$ cat src/rtl/wdt_pkg.sv
// wdt_pkg: shared widths and register codes for the wide divisibility test
// no dependencies
`default_nettype none
package wdt_pkg;
    localparam int WORD_W       = 32;
    localparam int MAX_WORDS    = 8;
    localparam int MAX_BITS     = WORD_W * MAX_WORDS;
    localparam int FIELD_W      = 64;
    localparam int COL_GROW     = 4;
    localparam int CFG_IDX_W    = 3;
    localparam int DEF_CONST_WORDS = 8;

    typedef enum logic [CFG_IDX_W-1:0] {
        REG_MAGIC_W0,
        REG_MAGIC_W1,
        REG_MAGIC_W2,
        REG_MAGIC_W3,
        REG_BOUND_W0,
        REG_BOUND_W1,
        REG_BOUND_W2,
        REG_BOUND_W3
    } cfg_reg_t;
endpackage
`default_nettype wire

$ cat src/rtl/wdt_final_stage.sv
// wdt_final_stage: carry resolve into the truncated product, then bound compare
// depends on wdt_pkg
`default_nettype none
module wdt_final_stage #(
    parameter int K = wdt_pkg::DEF_CONST_WORDS
) (
    input  wire logic                                           clk,
    input  wire logic                                           en,
    input  wire logic [K-1:0][wdt_pkg::WORD_W+wdt_pkg::COL_GROW-1:0] col,
    input  wire logic [K*wdt_pkg::WORD_W-1:0]                   bound,
    output logic                                                is_div
);
    import wdt_pkg::*;

    localparam int PW = K * WORD_W;

    logic [PW-1:0] lo_vec;
    logic [PW-1:0] hi_vec;
    logic [PW-1:0] prod_next;
    logic [PW-1:0] prod_reg;
    logic          div_next;
    logic          div_reg;

    always_comb
    begin
        lo_vec = '0;
        hi_vec = '0;
        for (int c = 0; c < K; c++)
        begin
            lo_vec[c*WORD_W +: WORD_W] = col[c][WORD_W-1:0];
            if (c + 1 < K)
            begin
                hi_vec[(c+1)*WORD_W +: COL_GROW] = col[c][WORD_W+COL_GROW-1:WORD_W];
            end
        end
        prod_next = lo_vec + hi_vec;
        div_next  = (prod_reg <= bound);
    end

    always_ff @(posedge clk)
    begin
        if (en)
        begin
            prod_reg <= prod_next;
            div_reg  <= div_next;
        end
    end

    assign is_div = div_reg;
endmodule
`default_nettype wire

$ cat config.mk
export PLATFORM = sky130hd
export DESIGN_NAME = wdt_final_stage
export DESIGN_NICKNAME = d
export VERILOG_FILES = /design/src/rtl/wdt_pkg.sv /design/src/rtl/wdt_final_stage.sv
export SDC_FILE = /design/constraint.sdc
export NUM_CORES = 1
export LEC_CHECK = 0
export BUFFER_PORTS_ARGS = -buffer_cell sky130_fd_sc_hd__buf_4
export CAP_MARGIN = 20
export CORE_AREA = 2 2 214 216
export CTS_CLUSTER_DIAMETER = 150
export DETAILED_ROUTE_END_ITERATION = 7
export DIE_AREA = 0 0 216 218
export PLACE_DENSITY = 0.66
export SETUP_SLACK_MARGIN = 0.05
export SKIP_LAST_GASP = 1
export SLEW_MARGIN = 0
export SYNTH_ARGS = -nofsm -noshare
export SYNTH_HDL_FRONTEND = slang
export SYNTH_SLANG_ARGS = --single-unit
$ cat constraint.sdc
create_clock -name clk -period 4 [get_ports clk]
set_input_delay 0.4 -clock clk [delete_from_list [all_inputs] [get_ports clk]]
set_output_delay 0.4 -clock clk [all_outputs]
set_load 0.02 [all_outputs]
==> flow_summary.toml <==
[status]
run_status = "completed"

[timing]
finalHoldViolCount = 0
finalSetupTns_ps = 0
worstMarginPinSlew_ps = 746
setup_violations = 0
clock_skew_ps = 17.5
relSlewSlack_pct = 50.3
min_period_ps = 3420
rsz0062_at_grt = "false"
fmax_mhz = 293
finalCritPeriodShare_pct = 85.4
slew_violations = 0

[global_route]
grt_start_max_net_pins = 85
grt_pass1_vias = 18000
track_usage_pct = 27.2
overflow = 0
grt_pass1_wl_um = 98700
antenna_found_initial = 14

[synthesis]
ys_ff_latch = 257
ys_warn_count = 0
yosysMostFrequentCell = "inv_1"
async_flop_share_pct = 0
synth_area_leader_cell = "edfxtp_1"
syn-mean-instance-area_um2 = 9.88
ys_top_cells_by_area = "edfxtp_1, ha_1, inv_1"
syn-num-nets = 2849
synthesis.area_um2 = 19900
ys_types = 69
synth_top_area_share_pct = 38.7
ys_seq_area_share_pct = 38.7
ys.flop_type = "edfxtp_1"
synthCells = 2018
synth_enable_flop_cells = 257
synth_common_cells = "inv_1, ha_1, edfxtp_1, a21o_1, xnor2_1"

[critical_path]
critPathSlowestCell = "nor4_1"
end_kind = "flip-flop"
crit_chain = "ha_1 > nand4_1 > nor4_1 > nand3_1 > nor4_1 > buf_4 > and3_1 > o311ai_0 > and4_1 > nand3_1 > nand2_1"
slowest_delay_ps = 590
crit_fanout = 3
worstSetupPathType = "flip-flop to flip-flop"
start_kind = "flip-flop"
arrival_ps = 3690
crit_required_ps = 4280

[power_and_ir_drop]
swShare_pct = 27.1
clkPwrFrac_pct = 36.4
power_uw = 8070
ir_drop_mv = 0.233
power_density_nw_per_um2 = 310
intPower_uw = 5890
p_sw_uw = 2180
p_leak_uw = 0.0126
comb_power_share_pct = 22.3
power_frac_seq_pct = 41.3

[die]
coreArea_um2 = 44900
rows = 78
die_x_um = 216
die_area_um2 = 47100
start_util_pct = 44.4
fp.dieH_um = 218
io_pins = 547

[hold_path]
hold_class = "input port to flip-flop"

[job]
drv_cap = 0

[route]
first_iter_violations = 1138
ant_nets = 0
wirelength_um = 64900
routedWlPerCell_um = 20.0
vias_per_cell = 5.41
firstDrtPassIters = 6
drt_drc_violations_left = 0
vias = 17500

[finish]
fin_nets = 3443
area_delta_synth_final_pct = 30.4
largest_reg_flops = 256
fillers = 3982
layout-drive-gt1-share_pct = 24.6

[placement]
io_buffers = 542
hpwl_um = 54600
finalWeightedCongestion = 0.932

[clock_network]
post_cts_buffers = 0
clockBufferDepth = 3
cts_sinks = 257
numCtsBuffers = 35
cts_root_buffer = "clkbuf_16"
cts_tree = "done"
cts_max_level = 2
hold_buffers = 0
cts_resized = 0
clk_pin_slew_ps = 60
clk_latency_ps = 550
==> logic make-up after synthesis <==
| kind of cell | Yosys count | share of synthesized area [%] |
|---|---|---|
| buf+inv | 297 | 5.60 |
| xor+xnor | 220 | 9.66 |
| fa+ha+maj | 285 | 17.9 |
| simple gates | 641 | 17.1 |
| flops | 257 | 38.7 |
| compound gates | 317 | 11.0 |
| mux | 1 | 0.0753 |
==> layer usage <==
layer	vias to the layer above	wire, µm	share of wire (%)	track usage, %
li1	8504	-	-	-
met1	8205	25600	39	32.8
met2	700	32200	50	48.1
met3	127	4980	7.7	5.26
met4	12	2130	3.3	9.93
met5	-	61	0.094	0
==> through the flow <==
stage / instances / utilization [%] / cell area (µm²) / hold slack [ps] / setup slack (ps)
2_1_floorplan: 2018 / - / 19900 / 499 / 527
3_3_place_gp: 3175 / 55.6 / 24900 / 579 / 141
3_5_place_dp: 3175 / 55.6 / 24900 / 579 / 66.1
4_1_cts: 3234 / 57.9 / 26000 / 9.50 / 428
5_1_grt: 3239 / 57.9 / 26000 / 21.4 / 329
6_report: 3242 / 57.9 / 26000 / 44.3 / 583
==> critical path: cells and delay by family, from the launching register on <==
kind,cells,cell delay [ps]
AO/OA/AOI/OAI,1,280
adder cells (fa/ha/maj),1,320
buffers and inverters,1,190
flip-flops,1,370
AND/OR/NAND/NOR,8,1990
==> worst paths after layout <==
| check | from | endpoint | slack, ps | cells past startpoint |
|---|---|---|---|---|
| worst max-delay path | prod_reg[155] | is_div | 580 | 11 |
| worst min-delay path | col[16] | prod_reg[16] | 40 | 1 |
| worst max register to register | prod_reg[155] | is_div | 580 | 11 |
| worst min register to register | prod_reg[1] | is_div | 910 | 5 |
==> power by group through the flow <==
| stage | combinational (µW) | clock, µW | sequential, µW |
|---|---|---|---|
| 2_1_floorplan | 902 | 0 | 3360 |
| 3_3_place_gp | 1720 | 0 | 3380 |
| 3_5_place_dp | 1790 | 0 | 3390 |
| 4_1_cts | 1800 | 3000 | 3330 |
| 5_1_grt | 2010 | 3110 | 3350 |
| 6_report | 1800 | 2940 | 3330 |
==> layout make-up <==
type                    count  area [µm²]  share of cell area (%)
multi-input cells        1464       11100                    42.7
flip-flops and latches    257        7720                    29.7
repair buffers            568        4300                    16.5
inverters                 286        1070                    4.13
clock buffers              42         902                    3.47
well taps                 600         751                    2.89
clock inverters            17         139                   0.534
diodes                      8        20.0                  0.0770
==> layout by cell type, fill, tap and decap left out, drive strengths merged, types with 5 or more instances in the layout <==
master and instances:
nor2 107, buf 568, nand3 92, a211oi 5, o31ai 5, and4 15, o21ai 36, ha 284
and3 48, nor3 51, nor2b 12, o21a 12, nor4 20, a31oi 7, nand4 117, and2 9
nor3b 6, o211ai 7, a21oi 84, xnor2 117, clkbuf 42, or2 12, nand2b 11, edfxtp 257
a21o 129, clkinv 12, or4 5, or3 15, xor2 103, inv 289, nand2 113, diode 8
(Power assumes the default switching activity.)
